### src/lpht_pkg.sv
// shared types and constants for the linear probing hash table
`timescale 1ns / 1ps

package lpht_pkg;

  localparam int KEY_W      = 16;
  localparam int REQ_W      = 2;
  localparam int STATUS_W   = 2;
  localparam int SLOT_IDX_W = 4;

  localparam int DEF_SLOTS    = 16;
  localparam int DEF_KEY_BITS = 16;

  localparam logic [REQ_W-1:0] REQ_INSERT = 2'd0;
  localparam logic [REQ_W-1:0] REQ_SEARCH = 2'd1;
  localparam logic [REQ_W-1:0] REQ_DELETE = 2'd2;

  localparam logic [STATUS_W-1:0] STS_OK        = 2'd0;
  localparam logic [STATUS_W-1:0] STS_NOT_FOUND = 2'd1;
  localparam logic [STATUS_W-1:0] STS_FULL      = 2'd2;

  typedef struct packed {
    logic load;
    logic clear;
    logic mod_step;
    logic probe_init;
    logic probe;
    logic commit;
  } lpht_cmd_t;

  typedef struct packed {
    logic mod_done;
    logic last_slot;
    logic done;
    logic out_free;
  } lpht_sts_t;

endpackage

### src/linear_probe_hash_table.sv
// Open-addressing hash table with linear probing over SLOTS slots of KEY_BITS-bit keys.
// After reset the block clears every slot, one per cycle, before in_ready rises. A request
// is transferred, set up, then reads the slot memory slot by slot from its home slot; the
// last read is checked and the result committed. A search or delete of an absent key, or an
// insert into a full table, reads every slot; a request ends early when its slot is found.
// When SLOTS is not a power of two the home slot comes from a reciprocal multiplication:
// product, quotient times SLOTS, then subtract back. The next request is taken while a
// result waits in the output register.
`timescale 1ns / 1ps

module linear_probe_hash_table #(
  parameter int SLOTS    = lpht_pkg::DEF_SLOTS,
  parameter int KEY_BITS = lpht_pkg::DEF_KEY_BITS
) (
  input  logic                            clk,
  input  logic                            rst_n,
  input  logic                            in_valid,
  output logic                            in_ready,
  input  logic [lpht_pkg::REQ_W-1:0]      in_req_type,
  input  logic [lpht_pkg::KEY_W-1:0]      in_key,
  output logic                            out_valid,
  input  logic                            out_ready,
  output logic [lpht_pkg::STATUS_W-1:0]   out_status,
  output logic [lpht_pkg::SLOT_IDX_W-1:0] out_slot_index
);

  lpht_pkg::lpht_cmd_t cmd;
  lpht_pkg::lpht_sts_t sts;

  lpht_ctrl u_ctrl (
    .clk      (clk),
    .rst_n    (rst_n),
    .in_valid (in_valid),
    .in_ready (in_ready),
    .sts      (sts),
    .cmd      (cmd)
  );

  lpht_dp #(
    .SLOTS    (SLOTS),
    .KEY_BITS (KEY_BITS)
  ) u_dp (
    .clk            (clk),
    .rst_n          (rst_n),
    .cmd            (cmd),
    .sts            (sts),
    .in_req_type    (in_req_type),
    .in_key         (in_key),
    .out_valid      (out_valid),
    .out_ready      (out_ready),
    .out_status     (out_status),
    .out_slot_index (out_slot_index)
  );

endmodule

### src/lpht_ctrl.sv
// controller state machine: clear pass, request load, key reduction, probe and commit
`timescale 1ns / 1ps

module lpht_ctrl (
  input  logic               clk,
  input  logic               rst_n,
  input  logic               in_valid,
  output logic               in_ready,
  input  lpht_pkg::lpht_sts_t sts,
  output lpht_pkg::lpht_cmd_t cmd
);

  localparam logic [1:0] S_CLEAR = 2'd0;
  localparam logic [1:0] S_IDLE  = 2'd1;
  localparam logic [1:0] S_MOD   = 2'd2;
  localparam logic [1:0] S_PROBE = 2'd3;

  logic [1:0] state_r;
  logic [1:0] state_nxt;

  always_comb begin
    state_nxt = state_r;
    cmd       = '0;
    in_ready  = 1'b0;
    unique case (state_r)
      S_CLEAR: begin
        cmd.clear = 1'b1;
        if (sts.last_slot) begin
          state_nxt = S_IDLE;
        end
      end
      S_IDLE: begin
        in_ready = 1'b1;
        if (in_valid) begin
          cmd.load  = 1'b1;
          state_nxt = S_MOD;
        end
      end
      S_MOD: begin
        if (sts.mod_done) begin
          cmd.probe_init = 1'b1;
          state_nxt      = S_PROBE;
        end else begin
          cmd.mod_step = 1'b1;
        end
      end
      S_PROBE: begin
        if (sts.done) begin
          if (sts.out_free) begin
            cmd.commit = 1'b1;
            state_nxt  = S_IDLE;
          end
        end else begin
          cmd.probe = 1'b1;
        end
      end
      default: begin
        state_nxt = S_CLEAR;
      end
    endcase
  end

  always_ff @(posedge clk) begin
    if (!rst_n) begin
      state_r <= S_CLEAR;
    end else begin
      state_r <= state_nxt;
    end
  end

endmodule

### src/lpht_dp.sv
// datapath: slot memory, key remainder unit, probe pipeline and result register
`timescale 1ns / 1ps

module lpht_dp #(
  parameter int SLOTS    = lpht_pkg::DEF_SLOTS,
  parameter int KEY_BITS = lpht_pkg::DEF_KEY_BITS
) (
  input  logic                               clk,
  input  logic                               rst_n,
  input  lpht_pkg::lpht_cmd_t                cmd,
  output lpht_pkg::lpht_sts_t                sts,
  input  logic [lpht_pkg::REQ_W-1:0]         in_req_type,
  input  logic [lpht_pkg::KEY_W-1:0]         in_key,
  output logic                               out_valid,
  input  logic                               out_ready,
  output logic [lpht_pkg::STATUS_W-1:0]      out_status,
  output logic [lpht_pkg::SLOT_IDX_W-1:0]    out_slot_index
);

  localparam int IDX_W     = $clog2(SLOTS);
  localparam int CNT_W     = $clog2(SLOTS + 1);
  localparam int BC_W      = 2;
  localparam int MOD_STEPS = 3;
  localparam int WORD_W    = KEY_BITS + 1;
  localparam int SH        = KEY_BITS + IDX_W;
  localparam int PROD_W    = 2 * KEY_BITS + 1;
  localparam bit SLOTS_POW2 = ((SLOTS & (SLOTS - 1)) == 0);
  localparam longint unsigned RECIP_L =
    ((64'd1 << SH) + 64'(SLOTS) - 64'd1) / 64'(SLOTS);
  localparam logic [KEY_BITS:0] RECIP = (KEY_BITS+1)'(RECIP_L);

  logic [WORD_W-1:0] mem [SLOTS];

  logic [lpht_pkg::REQ_W-1:0] req_r;
  logic [KEY_BITS-1:0]        key_r;
  logic [PROD_W-1:0]          prod_r;
  logic [KEY_BITS-1:0]        qs_r;
  logic [BC_W-1:0]            bitcnt_r;
  logic [IDX_W-1:0]           rem_r;
  logic [IDX_W-1:0]           rem_nxt;
  logic [IDX_W-1:0]           ptr_r;
  logic [IDX_W-1:0]           ptr_nxt;
  logic [CNT_W-1:0]           iss_r;
  logic                       chk_v_r;
  logic [IDX_W-1:0]           chk_pos_r;
  logic [WORD_W-1:0]          rd_r;
  logic                       out_valid_r;
  logic [lpht_pkg::STATUS_W-1:0]   out_status_r;
  logic [lpht_pkg::SLOT_IDX_W-1:0] out_slot_r;

  logic [KEY_BITS+lpht_pkg::KEY_W-1:0] in_key_ext;
  logic [KEY_BITS-1:0]                 key_msk;
  logic [KEY_BITS+IDX_W-1:0]           key_msk_ext;
  logic                                issue;
  logic                                is_ins;
  logic                                is_find;
  logic                                hit;
  logic                                exhausted;
  logic [IDX_W+lpht_pkg::SLOT_IDX_W-1:0] pos_ext;
  logic                                mem_we;
  logic [IDX_W-1:0]                    mem_wa;
  logic [WORD_W-1:0]                   mem_wd;

  assign in_key_ext  = {{KEY_BITS{1'b0}}, in_key};
  assign key_msk     = in_key_ext[KEY_BITS-1:0];
  assign key_msk_ext = {{IDX_W{1'b0}}, key_msk};

  // home slot: low key bits when SLOTS is a power of two, else quotient by reciprocal multiply, then subtract back
  always_comb begin
    rem_nxt = rem_r;
    if (cmd.load) begin
      rem_nxt = SLOTS_POW2 ? key_msk_ext[IDX_W-1:0] : '0;
    end else if (cmd.mod_step && (bitcnt_r == BC_W'(MOD_STEPS - 1))) begin
      rem_nxt = IDX_W'(key_r - qs_r);
    end
  end

  assign is_ins  = (req_r == lpht_pkg::REQ_INSERT);
  assign is_find = (req_r == lpht_pkg::REQ_SEARCH) || (req_r == lpht_pkg::REQ_DELETE);

  assign hit = chk_v_r &&
               ((is_ins && !rd_r[KEY_BITS]) ||
                (is_find && rd_r[KEY_BITS] && (rd_r[KEY_BITS-1:0] == key_r)));

  assign exhausted = (iss_r == CNT_W'(SLOTS)) && !chk_v_r;
  assign issue     = cmd.probe && (iss_r != CNT_W'(SLOTS));

  always_comb begin
    if (ptr_r == IDX_W'(SLOTS - 1)) begin
      ptr_nxt = '0;
    end else begin
      ptr_nxt = ptr_r + 1'b1;
    end
  end

  always_comb begin
    sts.mod_done  = SLOTS_POW2 || (bitcnt_r == BC_W'(MOD_STEPS));
    sts.last_slot = (ptr_r == IDX_W'(SLOTS - 1));
    sts.done      = hit || exhausted || (!is_ins && !is_find);
    sts.out_free  = !out_valid_r || out_ready;
  end

  // request registers
  always_ff @(posedge clk) begin
    if (cmd.load) begin
      req_r <= in_req_type;
      key_r <= key_msk;
    end
    if (cmd.mod_step && (bitcnt_r == BC_W'(0))) begin
      prod_r <= PROD_W'(key_r) * PROD_W'(RECIP);
    end
    if (cmd.mod_step && (bitcnt_r == BC_W'(1))) begin
      qs_r <= KEY_BITS'(prod_r >> SH) * KEY_BITS'(SLOTS);
    end
    rem_r <= rem_nxt;
    if (issue) begin
      chk_pos_r <= ptr_r;
    end
  end

  // probe control
  always_ff @(posedge clk) begin
    if (!rst_n) begin
      ptr_r    <= '0;
      iss_r    <= '0;
      chk_v_r  <= 1'b0;
      bitcnt_r <= '0;
    end else begin
      if (cmd.load) begin
        bitcnt_r <= '0;
      end else if (cmd.mod_step) begin
        bitcnt_r <= bitcnt_r + 1'b1;
      end
      if (cmd.clear) begin
        ptr_r <= ptr_nxt;
      end else if (cmd.probe_init) begin
        ptr_r   <= rem_r;
        iss_r   <= '0;
        chk_v_r <= 1'b0;
      end else if (cmd.probe) begin
        chk_v_r <= issue;
        if (issue) begin
          ptr_r <= ptr_nxt;
          iss_r <= iss_r + 1'b1;
        end
      end else if (cmd.commit) begin
        chk_v_r <= 1'b0;
      end
    end
  end

  // slot memory, valid flag on top of the key
  assign mem_we = cmd.clear || (cmd.commit && hit && (is_ins || (req_r == lpht_pkg::REQ_DELETE)));
  assign mem_wa = cmd.clear ? ptr_r : chk_pos_r;
  assign mem_wd = cmd.clear ? '0 : {is_ins, key_r};

  always_ff @(posedge clk) begin
    if (mem_we) begin
      mem[mem_wa] <= mem_wd;
    end
    if (issue) begin
      rd_r <= mem[ptr_r];
    end
  end

  // result register
  assign pos_ext = {{lpht_pkg::SLOT_IDX_W{1'b0}}, chk_pos_r};

  always_ff @(posedge clk) begin
    if (cmd.commit) begin
      if (hit) begin
        out_status_r <= lpht_pkg::STS_OK;
        out_slot_r   <= pos_ext[lpht_pkg::SLOT_IDX_W-1:0];
      end else begin
        out_status_r <= is_ins ? lpht_pkg::STS_FULL : lpht_pkg::STS_NOT_FOUND;
        out_slot_r   <= '0;
      end
    end
  end

  always_ff @(posedge clk) begin
    if (!rst_n) begin
      out_valid_r <= 1'b0;
    end else if (cmd.commit) begin
      out_valid_r <= 1'b1;
    end else if (out_ready) begin
      out_valid_r <= 1'b0;
    end
  end

  assign out_valid      = out_valid_r;
  assign out_status     = out_status_r;
  assign out_slot_index = out_slot_r;

  a_commit_free: assert property (@(posedge clk) disable iff (!rst_n)
    cmd.commit |-> (!out_valid_r || out_ready))
    else $error("result committed over a pending transfer");

  a_commit_valid: assert property (@(posedge clk) disable iff (!rst_n)
    cmd.commit |=> out_valid_r)
    else $error("committed result not presented");

  a_ptr_range: assert property (@(posedge clk) disable iff (!rst_n)
    ptr_r <= IDX_W'(SLOTS - 1))
    else $error("probe pointer beyond last slot");

  a_issue_bound: assert property (@(posedge clk) disable iff (!rst_n)
    iss_r <= CNT_W'(SLOTS))
    else $error("more probes issued than slots");

endmodule

### config.mk
export PLATFORM = sky130hd
export DESIGN_NAME = linear_probe_hash_table
export DESIGN_NICKNAME = d
export VERILOG_FILES = /design/src/lpht_pkg.sv /design/src/linear_probe_hash_table.sv /design/src/lpht_ctrl.sv /design/src/lpht_dp.sv
export SDC_FILE = /design/constraint.sdc
export NUM_CORES = 1
export LEC_CHECK = 0
export ABC_AREA = 1
export BUFFER_PORTS_ARGS = -buffer_cell sky130_fd_sc_hd__buf_2
export CAP_MARGIN = 20
export CORE_ASPECT_RATIO = 1.1
export CORE_UTILIZATION = 40
export CTS_CLUSTER_SIZE = 40
export DETAILED_ROUTE_END_ITERATION = 10
export HOLD_SLACK_MARGIN = 0.15
export PLACE_DENSITY_LB_ADDON = 0.15
export SETUP_SLACK_MARGIN = 0.3
export SYNTH_ARGS = -nofsm -noshare
export SYNTH_HDL_FRONTEND = slang
export SYNTH_HIERARCHICAL = 1
export SYNTH_SLANG_ARGS = --single-unit
### constraint.sdc
create_clock -name clk -period 3.6 [get_ports clk]
set_input_delay 0 -clock clk [delete_from_list [all_inputs] [get_ports clk]]
set_output_delay 0 -clock clk [all_outputs]
set_load 0.005 [all_outputs]
==> flow_summary.yaml, run 1 <==
floorplanning:
  core_area_um2: 33540
  io_pins: 30
  fp-row-count: 70
  die_h_um: 196.4
  die_x_um: 178.7
  dieArea_um2: 35100
  initial_core_util_pct: 40.96
global_route:
  grt_pass1_vias: 8638
  grt_pass1_wl_um: 51560
  grt_max_degree: 141
  antenna_found_initial: 1
  grt_overflow_total: 0
  grt_usage_pct: 19.65
clocking:
  htreeDepth: 2
  clk_path_buf_depth: 3
  cts_sinks: 336
  cts_tree: "built"
  clkTransAtPathRegs_ns: 0.06
  root_buffer: "clkbuf_16"
  clkLatencyLatePin_ns: 0.52
  cts_inserted_buffers: 37
finish:
  antenna_cells: 0
  drive_gt1_share_pct: 13.95
  seq_area_um2: 9946
  final_cell_mix: "321 x edfxtp_1, 180 x nor2_1, 140 x o21ai_0"
  multiInputGateArea_um2: 3239
  finish.utilization_pct: 47.44
  finalNetCount: 1206
  area_delta_synth_final_pct: 15.83
  final_cells: 1629
  nFillCells: 3031
  layout_commonest_cell: "edfxtp_1"
  fin_area_um2: 15910
synth:
  syn_area_um2: 13740
  synth-main-ff-cell: "edfxtp_1"
  syn-mean-instance-area_um2: 12.56
  synth_cell_types: 33
  yosys_warnings: 6
  synth.ff_latch_count: 336
  synthArstFlopShare_pct: 0
  synth_edf_count: 321
  synth_seq_area_share_pct: 72.34
  synth_cells: 1094
  syn_nets: 1128
timing:
  rsz0062_at_grt: "no"
  post-route-period-util_pct: 83.88
  fmax_mhz: 331.2
  whs_ns: 0.1893
  worst_pin_slew_ns: 0.9374
  max_slew_margin_pct: 37.44
  setup_ws_ns: 0.5804
  skew_ns: 0.02523
  setup_viol: 0
  hold_violations: 0
  final.min_clock_period_ns: 3.020
  slew_violations: 0
  setup-tns-final_ns: 0
drt:
  wl_um: 33860
  vias_per_cell: 5.312
  drt-wirelength-per-cell_um: 20.79
  initialDrtViolationCount: 872
  first_pass_iters: 5
  ant_nets: 0
  drc: 0
  vias: 8654
critical_path:
  worst-r2r-setup-slack_ns: 0.58
  cp.required_ns: 4.00
  arrival_ns: 3.42
  crit_fanout: 6
  cp-end-kind: "flop"
  start_kind: "flop"
  crit_type: "flop to flop"
  crit_start: "u_dp/req_r[1]$_DFFE_PP_"
  r2r_start: "u_dp/req_r[1]$_DFFE_PP_"
flow_run:
  cap_violations: 0
placement:
  port_buffers: 29
  hpwl_um: 21320
  globalplace.congestion: 0.8279
  placedCellCount: 1540
  place_ws_ns: 0.4097
  postPlaceCellArea_um2: 14540
pwr:
  p_leak_nw: 5.601
  p_total_mw: 13.40
  power.density_nw_per_um2: 842.1
  irDropWorstVdd_mv: 0.4417
min_path:
  min_from: "in_key[15]"
  worst_hold_path_type: "primary input to flop"
run_status:
  status: "finished, final reports clean"
[cell families after synthesis]
logic type	Yosys count	synth area share, %
DFF	336	72.34
and+or+nand+nor	331	9.671
AOI/OAI and AO/OA	270	12.12
buffers and inverters	139	4.426
adders and majority gates	12	1.093
xor gates and xnor gates	5	0.3187
other	1	0.02729
[per-layer routing]
metal,track usage [%],up-vias,part of all wire [%]
met5,0,-,0.038
met4,4.645,2,1.3
met3,3.241,37,5.6
met2,30.19,249,45
met1,29.05,4247,48
li1,-,4119,-
[final timing paths]
kind	endpoint	cells past startpoint
min	u_dp/key_r[15]$_DFFE_PP_	2
max reg2reg	u_ctrl/state_r[1]$_SDFFE_PN0P_	17
min reg2reg	u_dp/iss_r[1]$_SDFFE_PN0P_	2
max	u_ctrl/state_r[1]$_SDFFE_PN0P_	17
[synthesized netlist by cell type (15+ instances only)]
cell type    n  area, um^2
nor2_1     185       694.4
o211ai_1    15       112.6
buf_2       16       80.08
inv_1       70       262.8
nand3_1     34       170.2
nand2_1     97       364.1
a21oi_1     17       85.08
dfxtp_1     15       300.3
o221ai_1    55       481.7
o21ai_0    140       700.7
clkbuf_1    30       112.6
edfxtp_1   321        9639
[state kept, by name (all words and copies together), names as in the netlist]
| register | cells |
|---|---|
| u_dp/ptr_r | 4 |
| u_dp/out_status | 2 |
| u_dp/bitcnt_r | 2 |
| u_dp/iss_r | 5 |
| u_dp/chk_v_r | 1 |
| u_dp/out_valid | 1 |
| u_dp/req_r | 2 |
| u_dp/rem_r | 4 |
| u_dp/key_r | 16 |
| u_dp/mem | 272 |
| u_ctrl/state_r | 2 |
| u_dp/chk_pos_r | 4 |
| u_dp/rd_r | 17 |
| u_dp/out_slot_index | 4 |
[cell type report]
cell class                      count  area share (%)
Clock buffer                       45           6.007
Clock inverter                     19          0.7233
Inverter                           76           1.808
Multi-Input combinational cell    619           20.36
Sequential cell                   336           62.50
Tap cell                          432           3.396
Timing Repair Buffer              102           5.213
[power by group]
part           switching (mW)  total [mW]  internal, mW
registers               0.166        5.59          5.43
clock network            1.48        3.44          1.95
logic                    3.22        4.37          1.15
total                    4.87        13.4          8.53
[repair_timing]
| item | CTS | global route |
|---|---|---|
| hold buffers | 23 | 0 |
| gates resized for setup | 0 | 12 |
| setup endpoints to repair | 0 | 273 |
| buffers inserted | 0 | 2 |
| endpoints found under the hold margin | 55 | 0 |
[worst max-delay path, cell delays in order (launching register included)]
cell	delay, ns
edfxtp_1	0.37
inv_1	0.06
ha_1	0.26
inv_1	0.04
nor2_1	0.08
nand3_1	0.06
nor2_1	0.10
nand2_1	0.07
nand2_2	0.11
nand2_4	0.08
o211ai_1	0.17
a21oi_2	0.14
inv_2	0.07
nand3_1	0.07
dlygate4sd3_1	0.56
nand2_1	0.07
nor2_2	0.03
dlygate4sd3_1	0.54
No activity file was read; power rests on OpenSTA's default activity.
==> run 2, diff against run 1 <==
--- a/config.mk
+++ b/config.mk
@@ -5,7 +5,7 @@
 export SDC_FILE = /design/constraint.sdc
 export NUM_CORES = 1
 export LEC_CHECK = 0
-export ABC_AREA = 1
+export ABC_AREA = 0
 export BUFFER_PORTS_ARGS = -buffer_cell sky130_fd_sc_hd__buf_2
 export CAP_MARGIN = 20
 export CORE_ASPECT_RATIO = 1.1
==> constraint.sdc (replaced) <==
create_clock -name clk -period 2.6 [get_ports clk]
set_input_delay 0 -clock clk [delete_from_list [all_inputs] [get_ports clk]]
set_output_delay 0 -clock clk [all_outputs]
set_load 0.005 [all_outputs]
==> flow_summary.yaml, run 2 <==
run_status:
  status: "complete, but fails checks"
  violations: "design-rule violations, negative setup slack"
timing:
  setup_ws_ns: -0.4319
  setup_viol: 273
  setup-tns-final_ns: -101.69
  fmax_mhz: 329.8
  slew_violations: 0
  rsz0062_at_grt: "yes"
  final.min_clock_period_ns: 3.032
  max_slew_margin_pct: 46.90
  worst_pin_slew_ns: 0.7949
  hold_violations: 0
  post-route-period-util_pct: 116.6
  skew_ns: 0.01722
global_route:
  antenna_found_initial: 2
  grt_pass1_vias: 7609
  grt_max_degree: 63
  grt_overflow_total: 0
  grt_pass1_wl_um: 49030
  grt_usage_pct: 19.35
pwr:
  p_int_mw: 10.81
  irDropWorstVdd_mv: 0.7789
  swShare_pct: 25.15
  clkPwrFrac_pct: 35.2
  p_total_mw: 14.45
  switching_power_mw: 3.634
  p_comb_share_pct: 19.1
  power_frac_seq_pct: 45.7
  p_leak_nw: 6.080
  power.density_nw_per_um2: 808.2
floorplanning:
  die_h_um: 196.8
  dieArea_um2: 35250
  io_pins: 30
  fp-row-count: 70
  initial_core_util_pct: 41.03
  die_x_um: 179.1
  core_area_um2: 33630
finish:
  antenna_cells: 0
  regMostFlops: "u_dp/mem"
  layout_commonest_cell: "edfxtp_1"
  top_regs: "u_dp/mem: 272 flops, u_dp/rd_r: 17 flops, u_dp/key_r: 16 flops"
  drive_gt1_share_pct: 39.50
  final_cell_mix: "321 x edfxtp_1, 69 x buf_4, 68 x mux4_2"
  area_delta_synth_final_pct: 29.55
  largest_reg_flops: 272
  nFillCells: 2660
  finalNetCount: 926
clocking:
  root_buffer: "clkbuf_16"
  clkTransAtPathRegs_ns: 0.06
  cts_tree: "built"
  cts_inserted_buffers: 37
  clkLatencyLatePin_ns: 0.52
  clk_path_buf_depth: 3
  htreeDepth: 2
  cts_sinks: 336
critical_path:
  crit_fanout: 8
  cp-end-kind: "flop"
  arrival_ns: 3.26
  crit_type: "flop to flop"
  start_kind: "flop"
  cp.required_ns: 2.83
drt:
  vias_per_cell: 5.494
  initialDrtViolationCount: 636
  drc: 8
  ant_nets: 0
  wl_um: 33510
  first_pass_iters: 7
  vias: 7422
  drt-wirelength-per-cell_um: 24.81
flow_run:
  cap_violations: 0
placement:
  hpwl_um: 21270
  globalplace.congestion: 0.7866
  port_buffers: 29
synth:
  synth_cells: 697
  synthArstFlopShare_pct: 0
  syn_area_um2: 13800
  synth_top_area_share_pct: 69.85
  yosys_warnings: 6
  synth_area_leaders: "edfxtp_1 70%, mux4_2 11%, mux4_1 3.2%, dfxtp_1 2.2%, nand3_1 1.5%"
  syn-mean-instance-area_um2: 19.80
  synth.most_common_cell: "edfxtp_1"
  syn_nets: 731
  synth_edf_count: 321
  synth-main-ff-cell: "edfxtp_1"
  synth_cell_types: 57
  synth_area_leader_cell: "edfxtp_1"
  synth.top_cells.by_count: "321 x edfxtp_1, 68 x mux4_2, 40 x nand3_1, 18 x nor2b_1, 17 x mux4_1"
  synth_seq_area_share_pct: 72.03
  synth.ff_latch_count: 336
min_path:
  worst_hold_path_type: "primary input to flop"
[run 2: cell types whose count changed after synthesis, sizes merged, moves of 12 or more]
| cell | change |
|---|---|
| nor2 | -180 |
| o211ai | -15 |
| a21oi | -24 |
| clkbuf | -18 |
| inv | -63 |
| o22ai | -12 |
| xor2 | +14 |
| nand2 | -82 |
| o21ai | -141 |
| nor2b | +20 |
| mux4 | +85 |
| o31ai | +14 |
| o221ai | -55 |
| buf | -12 |
[run 2: layout make-up]
class                      count  area, um^2  area share [%]
multi-input combinational    314        4053           22.67
clock buffer                  42       954.7           5.340
sequential                   336        9945           55.63
inverter                      12       45.04          0.2520
clock inverter                24       221.5           1.239
tap                          432       540.5           3.024
timing repair buffer         191        2118           11.85
[run 2: cell families after synthesis]
group,synth area share (%)
AOI/OAI and AO/OA,3.056
DFF,72.03
other,0.02717
muxes,14.95
buffers and inverters,2.240
xor gates and xnor gates,1.206
and+or+nand+nor,5.404
adders and majority gates,1.088
[run 2: metal layers]
metal | wire length, um | vias to the layer above | part of all wire (%) | track usage [%]
li1 | - | 3266 | - | -
met1 | 14700 | 3933 | 44 | 27.18
met2 | 16710 | 168 | 50 | 31.56
met3 | 1355 | 53 | 4.0 | 3.183
met4 | 738 | 2 | 2.2 | 4.669
met5 | 9 | - | 0.027 | 0
[run 2: path summary, 6_finish.rpt]
| path | cells past startpoint | slack (ns) | startpoint | to |
|---|---|---|---|---|
| setup reg to reg | 14 | -0.43 | u_dp/rd_r[9]$_DFFE_PP_ | u_dp/mem[3][2]$_DFFE_PP_ |
| setup / recovery | 14 | -0.43 | u_dp/rd_r[9]$_DFFE_PP_ | u_dp/mem[3][2]$_DFFE_PP_ |
| hold reg to reg | 2 | 0.50 | u_dp/bitcnt_r[1]$_SDFFE_PP0P_ | u_dp/bitcnt_r[1]$_SDFFE_PP0P_ |
| hold / removal | 2 | 0.21 | in_req_type[1] | u_dp/req_r[1]$_DFFE_PP_ |
[run 2: timing repair]
item | 4_1_cts | 5_1_grt
hold buffers | 21 | 0
gates cloned | 6 | 8
endpoints found under the setup margin | 309 | 313
setup buffers | 28 | 9
resized for setup | 36 | 48
pin swaps | 15 | 28
endpoints found under the hold margin | 37 | 0
[run 2: power by group through the flow]
| stage | logic, mW | clock network, mW | registers, mW |
|---|---|---|---|
| finish | 2.76 | 5.08 | 6.61 |
| global route | 2.92 | 5.40 | 6.64 |
| CTS | 2.75 | 5.18 | 6.61 |
| detailed placement | 2.60 | 0 | 6.73 |
| global placement | 2.58 | 0 | 6.70 |
| floorplan | 1.65 | 0 | 6.66 |
[run 2: stage by stage]
stage          area, um^2  util (%)  hold WS (ns)  setup slack (ns)  cells
6_report            17880     53.15        0.2109           -0.4319   1351
5_1_grt             17880     53.15        0.2173           -0.5914   1351
4_1_cts             17370     51.64        0.1980           -0.4332   1331
3_5_place_dp        15370     45.71        0.1814           -0.9101   1210
3_3_place_gp        15370     45.71        0.1800           -0.8487   1210
2_1_floorplan       14120         -       0.09887           -0.7809    697
[run 2: worst max-delay path: stages (launching register included)]
cell and delay [ns]:
edfxtp_1 0.38, xor2_1 0.17, nor4_1 0.29, buf_4 0.18, nand3_4 0.08, a211oi_4 0.25
and3_4 0.22, inv_2 0.05, nor3_4 0.19, buf_12 0.14, buf_12 0.12, nand3_4 0.08
o31ai_4 0.31, buf_6 0.15, buf_12 0.12
